$ cat config.mk
export PLATFORM = sky130hd
export DESIGN_NAME = s88bsm_lane
export DESIGN_NICKNAME = d
export VERILOG_FILES = /design/src/rtl/s88bsm_pkg.sv /design/src/rtl/s88bsm_lane.sv
export SDC_FILE = /design/constraint.sdc
export NUM_CORES = 1
export LEC_CHECK = 0
export BUFFER_PORTS_ARGS = -buffer_cell sky130_fd_sc_hd__buf_2
export CAP_MARGIN = 15
export CORE_AREA = 5 5 42 44
export DETAILED_ROUTE_END_ITERATION = 10
export DIE_AREA = 0 0 47 49
export PLACE_DENSITY_LB_ADDON = 0.1
export SLEW_MARGIN = 10
export SYNTH_ARGS = -nofsm -noshare
export SYNTH_HDL_FRONTEND = slang
export SYNTH_SLANG_ARGS = --single-unit
export TNS_END_PERCENT = 100
$ cat constraint.sdc
create_clock -name vclk -period 1.8
set_clock_uncertainty 0.15 [all_clocks]
set_input_delay 0.27 -clock vclk [all_inputs]
set_output_delay 0.27 -clock vclk [all_outputs]
set_load 0.05 [all_outputs]
$ cat src/rtl/s88bsm_pkg.sv
// s88bsm_pkg: shared types and constants of the S88 bus scan master.
// Used by the interfaces, the lane, the sensor store, the top level and the checker.
package s88bsm_pkg;

    // default geometry, handed down from the top level
    localparam int DEF_NUM_BUSES   = 4;
    localparam int DEF_MAX_SENSORS = 64;

    // register widths
    localparam int PULSE_W      = 10;
    localparam int SETTLE_W     = 10;
    localparam int GAP_W        = 20;
    localparam int CNT_W        = 7;
    localparam int NUM_CNT_REGS = 4;
    localparam int CFG_IDX_W    = 4;
    localparam int CFG_DATA_W   = 20;

    // register reset values
    localparam logic [PULSE_W-1:0]  RST_PULSE  = PULSE_W'(50);
    localparam logic [SETTLE_W-1:0] RST_SETTLE = SETTLE_W'(25);
    localparam logic [GAP_W-1:0]    RST_GAP    = GAP_W'(50000);

    // configuration register indexes
    typedef enum logic [CFG_IDX_W-1:0] {
        CFG_PULSE      = 4'd0,
        CFG_SETTLE     = 4'd1,
        CFG_GAP        = 4'd2,
        CFG_BUS0       = 4'd3,
        CFG_BUS1       = 4'd4,
        CFG_BUS2       = 4'd5,
        CFG_BUS3       = 4'd6,
        CFG_ACTIVE_LOW = 4'd7
    } t_cfg_idx;

    // scan sequencer phases
    typedef enum logic [11:0] {
        PH_IDLE    = 12'b0000_0000_0001,
        PH_LOAD    = 12'b0000_0000_0010,
        PH_CLK_HI  = 12'b0000_0000_0100,
        PH_CLK_LO  = 12'b0000_0000_1000,
        PH_RST_HI  = 12'b0000_0001_0000,
        PH_RST_LO  = 12'b0000_0010_0000,
        PH_SETTLE  = 12'b0000_0100_0000,
        PH_RD_HI   = 12'b0000_1000_0000,
        PH_RD_LO   = 12'b0001_0000_0000,
        PH_LAST_HI = 12'b0010_0000_0000,
        PH_LAST_LO = 12'b0100_0000_0000,
        PH_GAP     = 12'b1000_0000_0000
    } t_phase;

    // per-bus result of one lane
    typedef struct packed {
        logic hit;      // bus still has a sensor at this position
        logic bit_val;  // active state seen on the data line
        logic changed;  // differs from the stored state
        logic store;    // value to write back into the store row
    } t_lane_res;

endpackage

$ cat src/rtl/s88bsm_lane.sv
// s88bsm_lane: per-bus sample lane, checks the sensor count and compares
// the data line with the stored state. Depends on s88bsm_pkg.
module s88bsm_lane import s88bsm_pkg::*; #(
    parameter int MAX_SENSORS = DEF_MAX_SENSORS
) (
    input  logic                                 i_line,
    input  logic                                 i_old,
    input  logic [CNT_W-1:0]                     i_count,
    input  logic [$clog2(MAX_SENSORS+1)-1:0]     i_bit_pos,
    output t_lane_res                            o_res
);
    localparam int BP_W  = $clog2(MAX_SENSORS + 1);
    localparam int CMP_W = (BP_W > CNT_W) ? BP_W : CNT_W;
    localparam logic [CMP_W-1:0] MAX_CMP = CMP_W'(MAX_SENSORS);

    logic [CMP_W-1:0] bp_ext;
    logic [CMP_W-1:0] cnt_ext;

    assign bp_ext  = CMP_W'(i_bit_pos);
    assign cnt_ext = CMP_W'(i_count);

    // count saturates at the store depth
    assign o_res.hit     = (bp_ext < cnt_ext) && (bp_ext < MAX_CMP);
    assign o_res.bit_val = i_line;
    assign o_res.changed = i_line ^ i_old;
    assign o_res.store   = o_res.hit ? i_line : i_old;
endmodule

== Word level (Yosys, flattened, before mapping) ==
Cells that the tools add are included.
Word-level totals
  input bits: 16
  flip-flop bits (word level): 0
  output and inout port bits: 4
  word-level logic and storage cells: 5
Cells by class
  reductions and logical operators: 1
  muxes and demuxes: 1
  order comparisons: 2
  bitwise operators: 1
Operators with widths (number)
  < comparator 7 bit: 1
  < comparator 7 bit, second input constant: 1
  logical AND 1 bit: 1
  two-way mux 1 bit: 1
  bitwise XOR 1 bit: 1

== Longest topological paths before layout ==
  depth after elaboration: 3
  gate-level depth with buffers: 6
  mapped depth without buffers: 6

== Least setup slack after synthesis ==
Ideal clock, no wire load.
  path type: input -> output
  start: input i_count[1]
  end: output o_res[0] (netlist name)
  path buffers: 0
  path slack: -0.720 ns
  stages: 5
  data arrival time: 2.100 ns
  required time: 1.380 ns
  cell sequence: inv_1 ha_1 a211o_1 a2111oi_4 mux2_4
RTL lines
  start: declaration: RTL line s88bsm_lane.sv:8  | input logic [CNT_W-1:0] i_count,
  end: declaration: RTL line s88bsm_lane.sv:10  | output t_lane_res o_res

==> results.sh <==
export IMPL_initial_core_util_pct=14.91
export IMPL_layout_nets=68
export IMPL_wire_per_inst_um=10.88
export IMPL_vias=240
export IMPL_synth_nets=46
export IMPL_slowest_stage="a2111oi_4"
export IMPL_status="finished, violations left"
export IMPL_synth_distinct_cells=12
export IMPL_dp_hpwl_um=553.4
export IMPL_hold_viol=0
export IMPL_yosysSeqAreaShare_pct=0
export IMPL_cp_end_kind="output port"
export IMPL_io_pins=20
export IMPL_gp_congestion=0.6181
export IMPL_area_growth_pct=113.2
export IMPL_fin_crit_ns=2.126
export IMPL_rsz0062_at_grt="yes"
export IMPL_antennaDiodeCount=0
export IMPL_crit_chain="buf_6, ha_4, a211o_1, a2111oi_4, mux2_4, buf_8"
export IMPL_synthesis_area_um2=209.0
export IMPL_grt_usage_pct=4.982
export IMPL_tightest_slew_ns=0.3071
export IMPL_seq_cells=0
export IMPL_crit_family="compound AO/OA/AOI/OAI gates"
export IMPL_ctsHoldBuffers=0
export IMPL_vias_per_cell=4.000
export IMPL_slew_viol_final=0
export IMPL_syn_area_per_cell_um2=8.706
export IMPL_fillers=159
export IMPL_grt_pass1_wl_um=924
export IMPL_startpoint_type="input port"
export IMPL_pre_cts_ws_ns=-0.4481
export IMPL_core_area_mm2=0.001401
export IMPL_grt_pass1_vias=244
export IMPL_multi_input_area_um2=264.0
export IMPL_regArea_um2=0
export IMPL_synth_area_leader_cell="ha_1"
export IMPL_hold_path_class="input port to output port"
export IMPL_cp_slowest_stage_delay_ns=0.35
export IMPL_clock_fmax_ghz=0.4704
export IMPL_maxCapViolations=0
export IMPL_final_common_cell="buf_2"
export IMPL_grt_overflow=0
export IMPL_grt_max_degree=4
export IMPL_yosys_area_top_type_share_pct=35.93
export IMPL_period_share_pct=118.1
export IMPL_yosys_warnings=0
export IMPL_wl_um=653
export IMPL_layout_common_cells="17 x buf_2, 6 x ha_4, 3 x inv_1"
export IMPL_powerDensity_mw_per_mm2=299.3
export IMPL_detail_route_antenna_nets=0
export IMPL_required_ns=1.38
export IMPL_die_w_um=47
export IMPL_row_count=14
export IMPL_drt_iter0_markers=0
export IMPL_setup_violations=2
export IMPL_dieArea_mm2=0.002303
export IMPL_critPathKind="input port to output port"
export IMPL_power_leakage_nw=0.2079
export IMPL_placed_area_um2=346.6
export IMPL_synth_cells=24
export IMPL_timing_final_ws_setup_ns=-0.3259
export IMPL_io_buffers=20
export IMPL_path_buf_inv=2
export IMPL_fin_area_um2=445.4
export IMPL_drc_errors=0
export IMPL_fp_dieH_um=49
export IMPL_max_slew_margin_pct=79.53
export IMPL_antenna_found_initial=0
export IMPL_drive_gt1_share_pct=79.55
export IMPL_hold_path_startpoint="i_line"
export IMPL_cts_setup_buffers=0
export IMPL_failed_checks="negative setup slack"
export IMPL_fin_tns_setup_ns=-0.4897
export IMPL_ys_top_cells_by_area="ha_1 36%, a2111oi_4 13%, inv_1 11%"
export IMPL_crit_fanout=2
export IMPL_crit_start="i_bit_pos[1]"
export IMPL_vdd_drop_max_v=0.0001161
export IMPL_critical_path_arrival_ns=1.71
export IMPL_firstDrtPassIters=1
export IMPL_clock_buffer_count=0
stage by stage:
step / total power [mW] / utilization (%) / hold WS, ns / cells
after floorplan: 0.07033 / - / 0.4621 / 24
after global placement: 0.1021 / 24.73 / 0.7070 / 60
after detailed placement: 0.1056 / 24.73 / 0.7118 / 60
after CTS: 0.1150 / 26.79 / 0.7122 / 60
after global routing: 0.1462 / 31.79 / 0.7196 / 60
final: 0.1333 / 31.79 / 0.7098 / 60
routing by layer:
layer	GRT usage [%]	up-vias	part of all wire [%]	wire length [µm]
li1	-	122	-	-
met1	5.435	105	31	204
met2	9.955	13	57	369
met3	0.7380	0	12	79
met4	0	0	0	0
met5	0	-	0	0
cell usage after synthesis, drive strengths merged:
library cell / n
o21ai: 1
nand4: 1
buf: 1
nor2: 3
a211oi: 1
nand2b: 1
mux2: 1
xor2: 1
ha: 6
a211o: 1
inv: 6
a2111oi: 1
power breakdown:
| group | switching, mW | internal, mW |
|---|---|---|
| Clock | 0 | 0 |
| Sequential | 0 | 0 |
| Combinational | 0.0705 | 0.0628 |
| Total | 0.0705 | 0.0628 |
final timing paths:
check,slack [ns],endpoint,cells after the start
worst max-delay path,-0.33,o_res[0],6
worst min-delay path,0.71,o_res[2],2
layout make-up:
cell class | count | share of cell area [%]
well taps | 16 | 4.494
repair buffers | 21 | 30.06
multi-input cells | 17 | 59.27
inverters | 6 | 6.180
what timing repair did:
action,4_1_cts,5_1_grt
pin swaps,2,7
setup endpoints to repair,2,2
resized for setup,8,11
logic make-up (layout without fill, tap and decap cells):
kind of cell	Yosys count	count (layout)	share of synthesized area, %
and+or+nand+nor	5	5	14.97
adders and majority gates	6	6	35.93
AOI/OAI and AO/OA	4	4	23.35
muxes	1	1	7.184
buffers and inverters	7	27	14.37
xor gates and xnor gates	1	1	4.192
No activity file was read; power rests on OpenSTA's default activity.
