### src/rtl/s88bsm_pkg.sv
// s88bsm_pkg: shared types and constants of the S88 bus scan master.
// Used by the interfaces, the lane, the sensor store, the top level and the checker.
package s88bsm_pkg;

    // default geometry, handed down from the top level
    localparam int DEF_NUM_BUSES   = 4;
    localparam int DEF_MAX_SENSORS = 64;

    // register widths
    localparam int PULSE_W      = 10;
    localparam int SETTLE_W     = 10;
    localparam int GAP_W        = 20;
    localparam int CNT_W        = 7;
    localparam int NUM_CNT_REGS = 4;
    localparam int CFG_IDX_W    = 4;
    localparam int CFG_DATA_W   = 20;

    // register reset values
    localparam logic [PULSE_W-1:0]  RST_PULSE  = PULSE_W'(50);
    localparam logic [SETTLE_W-1:0] RST_SETTLE = SETTLE_W'(25);
    localparam logic [GAP_W-1:0]    RST_GAP    = GAP_W'(50000);

    // configuration register indexes
    typedef enum logic [CFG_IDX_W-1:0] {
        CFG_PULSE      = 4'd0,
        CFG_SETTLE     = 4'd1,
        CFG_GAP        = 4'd2,
        CFG_BUS0       = 4'd3,
        CFG_BUS1       = 4'd4,
        CFG_BUS2       = 4'd5,
        CFG_BUS3       = 4'd6,
        CFG_ACTIVE_LOW = 4'd7
    } t_cfg_idx;

    // scan sequencer phases
    typedef enum logic [11:0] {
        PH_IDLE    = 12'b0000_0000_0001,
        PH_LOAD    = 12'b0000_0000_0010,
        PH_CLK_HI  = 12'b0000_0000_0100,
        PH_CLK_LO  = 12'b0000_0000_1000,
        PH_RST_HI  = 12'b0000_0001_0000,
        PH_RST_LO  = 12'b0000_0010_0000,
        PH_SETTLE  = 12'b0000_0100_0000,
        PH_RD_HI   = 12'b0000_1000_0000,
        PH_RD_LO   = 12'b0001_0000_0000,
        PH_LAST_HI = 12'b0010_0000_0000,
        PH_LAST_LO = 12'b0100_0000_0000,
        PH_GAP     = 12'b1000_0000_0000
    } t_phase;

    // per-bus result of one lane
    typedef struct packed {
        logic hit;      // bus still has a sensor at this position
        logic bit_val;  // active state seen on the data line
        logic changed;  // differs from the stored state
        logic store;    // value to write back into the store row
    } t_lane_res;

endpackage

### src/rtl/s88bsm_store.sv
// s88bsm_store: sensor state memory, one row per sensor position holding all buses.
// A fill count stands in for the cleared reset state. Depends on s88bsm_pkg.
module s88bsm_store import s88bsm_pkg::*; #(
    parameter int NUM_BUSES   = DEF_NUM_BUSES,
    parameter int MAX_SENSORS = DEF_MAX_SENSORS
) (
    input  logic                             i_clk,
    input  logic                             i_rst_n,
    input  logic                             i_wr_en,
    input  logic [$clog2(MAX_SENSORS+1)-1:0] i_bit_pos,
    input  logic [NUM_BUSES-1:0]             i_wr_data,
    input  logic [$clog2(MAX_SENSORS+1)-1:0] i_next_pos,
    output logic [NUM_BUSES-1:0]             o_old
);
    localparam int BP_W  = $clog2(MAX_SENSORS + 1);
    localparam int IDX_W = $clog2(MAX_SENSORS);

    logic [NUM_BUSES-1:0] r_mem [MAX_SENSORS];
    logic [NUM_BUSES-1:0] r_rd;
    logic [BP_W-1:0]      r_fill;
    logic [IDX_W-1:0]     rd_addr;

    // read ahead at the position the sequencer moves to
    assign rd_addr = i_rst_n ? i_next_pos[IDX_W-1:0] : '0;

    always_ff @(posedge i_clk) begin
        if (i_wr_en) begin
            r_mem[i_bit_pos[IDX_W-1:0]] <= i_wr_data;
        end
        r_rd <= r_mem[rd_addr];
    end

    // rows below the fill count have been written; scans write rows in order
    always_ff @(posedge i_clk) begin
        if (!i_rst_n) begin
            r_fill <= '0;
        end else if (i_wr_en && (i_bit_pos >= r_fill)) begin
            r_fill <= i_bit_pos + BP_W'(1);
        end
    end

    assign o_old = (i_bit_pos < r_fill) ? r_rd : '0;
endmodule

### config.mk
export PLATFORM = sky130hd
export DESIGN_NAME = s88bsm_store
export DESIGN_NICKNAME = d
export VERILOG_FILES = /design/src/rtl/s88bsm_pkg.sv /design/src/rtl/s88bsm_store.sv
export SDC_FILE = /design/constraint.sdc
export NUM_CORES = 1
export LEC_CHECK = 0
export ABC_AREA = 1
export BUFFER_PORTS_ARGS = -buffer_cell sky130_fd_sc_hd__buf_2
export CORE_UTILIZATION = 36
export DETAILED_ROUTE_END_ITERATION = 10
export HOLD_SLACK_MARGIN = 0.03
export PLACE_DENSITY = 0.49
export SLEW_MARGIN = 30
export SYNTH_ARGS = -nofsm -noshare
export SYNTH_HDL_FRONTEND = slang
export SYNTH_SLANG_ARGS = --single-unit
### constraint.sdc
create_clock -name i_clk -period 4.1 [get_ports i_clk]
set_input_delay 0.41 -clock i_clk [delete_from_list [all_inputs] [get_ports i_clk]]
set_output_delay 0.41 -clock i_clk [all_outputs]
set_load 0.1 [all_outputs]
# Word-level counts from Yosys, hierarchy flattened
# Memory sizes are Yosys's and may differ from the RTL's. A register that Yosys moved wholly into a read port is not among the register bits.
# Index checks and enable logic that the tools add are counted.
# classes
magnitude_cmp,2
reduce_logical,1
add_sub_neg,1
n_mux,4
# ops
op,count
"7-bit by 1-bit adder with 7-bit output, second input constant",1
7-bit greater-or-equal comparator,1
7-bit less-than comparator,1
6-bit 2-to-1 mux,1
4-bit 2-to-1 mux,1
1-bit 2-to-1 mux,2
1-bit logical AND,1
# word_totals
output_inout_bits,4
ramBits,256
wordCells,10
regBits,7
inputBits,21
mem_count,1
# mem_list
name,words,word_bits,read_ports,rd_clocked_by_memory_dff,wr,line,text
r_mem,64,4,1,1,1,s88bsm_store.sv:18,logic [NUM_BUSES-1:0] r_mem [MAX_SENSORS];

# Longest topological paths before layout
# Gate-level depths: netlist of the first run.
# depth
depth_word,2
mapped_depth,11

# Worst setup path after synthesis of the first run
# No wires, ideal clock.
# synth_timing
kind,input to output
start,in i_bit_pos[2]
end,out o_old[0]
arrival_ps,2400
path_buffers,0
path_stages,7
setup_slack_ps,1290
path_cell_list,ha_1 a21oi_1 o21ai_0 nand2_1 and2_1 inv_1 nor2_1
# synth_via
elab_chain_cells,2
# synth_lines
item,line,text
start: declaration,s88bsm_store.sv:10,"input logic [$clog2(MAX_SENSORS+1)-1:0] i_bit_pos,"
7-bit less-than comparator,s88bsm_store.sv:42,assign o_old = (i_bit_pos < r_fill) ? r_rd : '0;
4-bit 2-to-1 mux,s88bsm_store.sv:42,
end: declaration,s88bsm_store.sv:13,output logic [NUM_BUSES-1:0] o_old
# Every way passes these cells.

# Worst setup path in the final report of the first run
# layout_timing
start,reg r_fill[2]
end,out o_old[0]
# layout_via
elab_chain_cells,2
# layout_lines
item,line,text
start: declaration,s88bsm_store.sv:20,logic [BP_W-1:0] r_fill;
start signal: assignment,s88bsm_store.sv:38,r_fill <= i_bit_pos + BP_W'(1);
7-bit less-than comparator,s88bsm_store.sv:42,
4-bit 2-to-1 mux,s88bsm_store.sv:42,
# Every way passes these cells.

==> impl_metrics.tcl, run 1 <==
set metrics [dict create \
    run_status "finished clean" \
    max_clock_freq_ghz 0.3438 \
    die_height_um 185.3 \
    synth-seq-area-share_pct 65.34 \
    top_usage_layer "met2" \
    first_global_vias 7986 \
    num_antenna_cells 0 \
    worstHoldPathType "input pin to flop" \
    commonest_non_fill_non_tap_cells_in_the_layout "256 x edfxtp_1, 243 x nand3_1, 214 x nand2_1" \
    mappedNetlistArea_um2 12100 \
    clock-sinks 267 \
    vdd_ir_max_mv 0.3333 \
    r2r_cells 10 \
    route.antenna.remaining_nets 0 \
    fin_tns_setup_ps 0 \
    worstSetupStartpointType "flop" \
    max_slew.worst_pin.slew_ps 963.5 \
    worst_path_largest_cell_delay_ps 480 \
    synth_xor_area_share_pct 0.2895 \
    avgViaCountPerCell 4.752 \
    routabilityCongestion 0.7895 \
    clock_latency_late_sink_ps 550 \
    setup.reg_to_reg.worst_slack_ps 2260 \
    ys.warnings.count 0 \
    final_cell_count_no_fill 1717 \
    drtIter0Drc 605 \
    synth.area.mux_share_pct 0 \
    finalNetCount 1283 \
    ys_seq_elements 267 \
    ioPinCount 25 \
    hpwl_reported_at_the_end_of_detailed_placement_mm 18.35 \
    totalWireLength_mm 29.82 \
    global_route.overflow_total 0 \
    report.final.slew_viol_count 0 \
    globalRouteMet2Util_pct 30.52 \
    drtPass1Iterations 5 \
    max-clock-path-buffers 3 \
    postCtsSetupRepairBufs 0 \
    cts_buffers 30 \
    share_of_the_synthesized_area_in_compound_gates_ao_oa_aoi_oai_pct 1.261 \
    hold_path.startpoint "i_bit_pos[6]" \
    detail_route.drc_violations 0 \
    critical_path_buf_inv_count 3 \
    synthesis.instances 1247 \
    cts_hold_buf 0 \
    synth_simple_gate_area_share_pct 23.40 \
    cellPowerDensity_nw_per_um2 458.6 \
    synth.net_count 1276 \
    chipWidth_um 185.3 \
    post_route_cells_drive_above_1_share_pct 6.745 \
    critical-path-top-delay-family "buffers and inverters" \
    floorplan_core_area_um2 32780 \
    portBuffers 23 \
    cap_viol_max_count 0 \
    cts_repair_resize_count 0 \
    routedWlPerCell_um 17.36 \
    synthAdderAreaFrac_pct 0.8271 \
    fillerInstances 3260 \
    synth_cell_types 23 \
    path_cells "inv_1, ha_1, a21oi_1, o21ai_0, nand2_1, and2_1, inv_1, nor2_1, buf_2" \
    fin_worst_skew_ps 10.65 \
    critical_path.most_common_cell "inv_1" \
    path_clk_slew_ps 50 \
    rr_endpoint "r_fill[5]" \
    initial_core_util_pct 36.91 \
    antenna_violations_before_repair 0 \
    setup_repair_after_global_routing_missed_its_margin "false" \
    min_path_cells 5 \
    globalRouteTotalUtil_pct 18.12 \
    regToRegStartpoint "r_fill[6]" \
    global_route_wire_length_before_repair_mm 45.76 \
    worst_hold_endpoint "r_fill[6]" \
    h-tree-depth 1 \
    p_leak_nw 5.501 \
    setup.worst_path.class "flop to output pin" \
    use_met1_pct 24.69 \
    final_min_period_over_clock_period_pct 70.94 \
    area_growth_pct 12.53 \
    crit_fanout 4 \
    clock_root_buffer "clkbuf_16" \
    finalSetupViolations 0 \
    maxSlewHeadroom_pct 35.27 \
    floorplan.die_area_um2 34350 \
    largest_family_of_logic_cells_by_synthesized_area "simple AND/OR/NAND/NOR gates" \
    critical_path_arrival_ps 2500 \
    rows 66 \
    timing.critical_path.required_ps 3690 \
    mean_syn_cell_area_um2 9.705 \
    place.detailed.instances 1664 \
    timing_hold_violations_final 0 \
    timing.final.crit_period_ps 2909 \
    cp-end-kind "output pin" \
    met3_usage_pct 2.104 \
    mostFrequentLayoutCell "edfxtp_1" \
    timing.critical_path.slowest_stage_cell "buf_2" \
    grt_start_max_net_pins 85 \
    cts_tree "yes" \
    routed-via-count 8160 \
]
## cell type report
cell class	count	area, um^2	share of cell area, %
clock buffers	42	847.1	6.220
clock inverters	11	163.9	1.204
inverters	213	799.5	5.871
multi-input cells	707	3127	22.96
flip-flops and latches	267	7908	58.07
well taps	442	553.0	4.061
repair buffers	35	220.2	1.617
## power by group
part / leakage, nW / switching [mW] / internal (mW) / total, mW
clock network: 0.491 / 1.05 / 1.68 / 2.73
logic: 2.61 / 0.370 / 0.120 / 0.489
registers: 2.39 / 0.00943 / 3.02 / 3.03
## worst min-delay path: cells and delay by family
kind,cells,cell delay (ps)
xor+xnor,1,70
buf+inv,1,100
simple gates,3,190
## cell families after synthesis
group,after synthesis
xor gates and xnor gates,4
AOI/OAI and AO/OA,30
and+or+nand+nor,665
adders and majority gates,8
buffers and inverters,273
DFF,267
## stage by stage
stage	setup slack (ps)	utilization, %	hold slack (ps)	power (mW)	instance area [um^2]
after floorplan	1290	-	451.6	3.406	12100
after global placement	1474	38.46	467.2	3.581	12610
after detailed placement	1474	38.46	471.0	3.583	12610
after CTS	1140	41.54	241.0	6.312	13620
after global routing	1060	41.54	290.5	6.448	13620
final	1191	41.54	255.3	6.245	13620
## registers in the layout, summed over array words and instances (netlist names)
signal / flops
r_mem: 256
r_fill: 7
r_rd: 4
## worst max-delay path by stage
stage            startpoint       end  slack [ps]  depth (start not counted)
4_1_cts           r_fill[2]  o_old[1]        1140                          9
3_3_place_gp        i_rst_n   r_rd[2]        1470                         11
5_1_grt           r_fill[2]  o_old[0]        1060                          9
2_1_floorplan  i_bit_pos[2]  o_old[0]        1290                          7
6_report          r_fill[2]  o_old[0]        1190                          9
3_5_place_dp        i_rst_n   r_rd[0]        1470                         11
## per-layer routing
metal	routed length [um]	vias to the layer above
met3	1232	42
met5	0	-
met1	13730	3895
met2	14190	154
li1	-	4069
met4	667	0
## cell usage after synthesis (all sizes together)
library cell	count	area, um^2
and2	1	6.260
inv	213	799.5
o21a	1	7.510
clkbuf	19	71.32
o21ai	19	95.09
nand3	243	1216
edfxtp	256	7687
xor2	2	17.52
dfxtp	11	220.2
nor2	189	709.4
nand4	3	18.77
nand2	218	820.8
buf	41	204.0
ha	8	100.1
or2	4	25.03
xnor2	2	17.52
nor3	7	35.03
a21oi	10	50.05
No activity file was read; power rests on OpenSTA's default activity.
==> run 2: changes to the inputs <==
==> constraint.sdc (replaced) <==
create_clock -name i_clk -period 2.8 [get_ports i_clk]
set_input_delay 0.28 -clock i_clk [delete_from_list [all_inputs] [get_ports i_clk]]
set_output_delay 0.28 -clock i_clk [all_outputs]
set_load 0.1 [all_outputs]
==> run 2 against run 1 <==
  * Register-to-register slack worse by 1300 ps
  * Cell count is 0.64% higher
  * Clock skew is 3.2 ps lower
  * Worst setup slack worse by 960 ps
  * Total power is 40% higher
  * Critical path depth stayed put
  * Via count is 0.80% lower
  * Sequential cell count stayed put
  * First-iteration DRC count is 3.5% higher
  * Utilization is 0.12 points lower
==> impl_metrics.tcl, run 2 (synthesis gave the netlist of run 1 again) <==
set metrics [dict create \
    setup.reg_to_reg.worst_slack_ps 980 \
    finalSetupViolations 0 \
    detail_route.drc_violations 0 \
    fin_tns_setup_ps 0 \
    h-tree-depth 1 \
    max_slew.worst_pin.slew_ps 853.4 \
    global_route.overflow_total 0 \
    comb_power_share_pct 8.4 \
    p_leak_nw 5.485 \
    max_clock_freq_ghz 0.3891 \
    swShare_pct 23.69 \
    floorplan.die_area_um2 34350 \
    globalRouteTotalUtil_pct 18.15 \
    cp-end-kind "output pin" \
    drtPass1Iterations 8 \
    critical_path.most_common_cell "inv_1" \
    crit_fanout 4 \
    routabilityCongestion 0.7749 \
    first_global_vias 7990 \
    postCtsSetupRepairBufs 0 \
    fin_worst_skew_ps 7.425 \
    antenna_violations_before_repair 0 \
    routed-via-count 8095 \
    final_min_period_over_clock_period_pct 91.80 \
    timing.critical_path.slowest_stage_cell "dfxtp_1" \
    mostFrequentLayoutCell "edfxtp_1" \
    worst_hold_check_slack_ps 123.8 \
    timing_hold_violations_final 0 \
    critical_path_arrival_ps 2290 \
    largest_reg_flops 256 \
    maxSlewHeadroom_pct 43.11 \
    totalWireLength_mm 29.69 \
    cap_viol_max_count 0 \
    hpwl_reported_at_the_end_of_detailed_placement_mm 18.15 \
    chipWidth_um 185.3 \
    floorplan_core_area_um2 32780 \
    worstHoldPathType "input pin to flop" \
    clock_root_buffer "clkbuf_16" \
    report.final.slew_viol_count 0 \
    internal_power_summed_over_all_cells_mw 6.676 \
    finalPower_mw 8.748 \
    portBuffers 23 \
    rows 66 \
    cts_buffers 30 \
    final-seq-area_um2 7908 \
    timing.final.crit_period_ps 2570 \
    p_switching_mw 2.072 \
    clock_power_share_pct 40.9 \
    path_cells "inv_1, ha_1, a21oi_1, o21ai_0, nand2_1, and2_1, inv_1, nor2_1, buf_4" \
    avgViaCountPerCell 4.685 \
    drtIter0Drc 626 \
    ioPinCount 25 \
    path_clk_slew_ps 60 \
    clock_latency_late_sink_ps 550 \
    worstSetupStartpointType "flop" \
    post_route_cells_drive_above_1_share_pct 6.687 \
    route.antenna.remaining_nets 0 \
    routedWlPerCell_um 17.18 \
    grt_start_max_net_pins 94 \
    pwr-share-seq_pct 50.7 \
    fillerInstances 3165 \
    max-clock-path-buffers 3 \
    cts_tree "yes" \
    worst_path_largest_cell_delay_ps 330 \
    setup_repair_after_global_routing_missed_its_margin "false" \
    num_antenna_cells 0 \
    commonest_non_fill_non_tap_cells_in_the_layout "256 x edfxtp_1, 243 x nand3_1, 214 x nand2_1" \
    vdd_ir_max_mv 0.4997 \
    setup.worst_path.class "flop to output pin" \
    multiInputGateArea_um2 3127 \
    clock-sinks 267 \
    timing.critical_path.required_ps 2520 \
    run_status "finished clean" \
    finalNetCount 1292 \
    initial_core_util_pct 36.91 \
    area_growth_pct 12.20 \
    die_height_um 185.3 \
    global_route_wire_length_before_repair_mm 46.22 \
    cellPowerDensity_nw_per_um2 644.3 \
]
## run 2: critical path, delay by kind of cell, from the launching register on
family | cells | cell delay (ps)
simple gates | 3 | 340
fa+ha+maj | 1 | 300
compound gates | 2 | 220
buf+inv | 3 | 540
flops | 1 | 330
## run 2: layout make-up
type	count	area share [%]
well taps	442	4.073
inverters	213	5.888
clock inverters	5	0.1935
flip-flops and latches	267	58.24
repair buffers	44	2.267
multi-input cells	707	23.03
clock buffers	50	6.312
## run 2: worst paths after layout
check	start	end	cells after the start
setup / recovery	r_fill[2]	o_old[1]	9
hold / removal	i_bit_pos[0]	r_fill[0]	4
setup reg to reg	r_fill[2]	r_fill[6]	10
hold reg to reg	r_fill[6]	r_fill[6]	2
## run 2: power groups by stage
| stage | logic, mW | clock network (mW) | registers (mW) |
|---|---|---|---|
| 2_1_floorplan | 0.470 | 0 | 4.52 |
| 3_3_place_gp | 0.735 | 0 | 4.52 |
| 3_5_place_dp | 0.737 | 0 | 4.52 |
| 4_1_cts | 0.739 | 3.65 | 4.44 |
| 5_1_grt | 0.816 | 3.83 | 4.44 |
| 6_report | 0.731 | 3.58 | 4.44 |
## run 2: per-layer routing
metal  GRT usage (%)  share of wire [%]  vias to the layer above
met5               0                  0                        -
met4           5.124                2.3                        0
met3           2.340                5.2                       48
met2           30.79                 47                      182
met1           24.26                 45                     3763
li1                -                  -                     4102
## run 2: repair_timing
item,CTS,global route
hold endpoints to repair,0,0
setup endpoints to repair,0,4
hold buffers,0,0
gates resized for setup,0,8
## run 2: stage by stage
stage	util [%]	area, um^2	cells	worst slack [ps]
finish	41.42	13580	1728	229.7
global route	41.42	13580	1728	11.73
CTS	41.39	13570	1728	59.36
detailed placement	38.69	12680	1673	525.5
global placement	38.69	12680	1673	520.2
floorplan	-	12100	1247	201.0
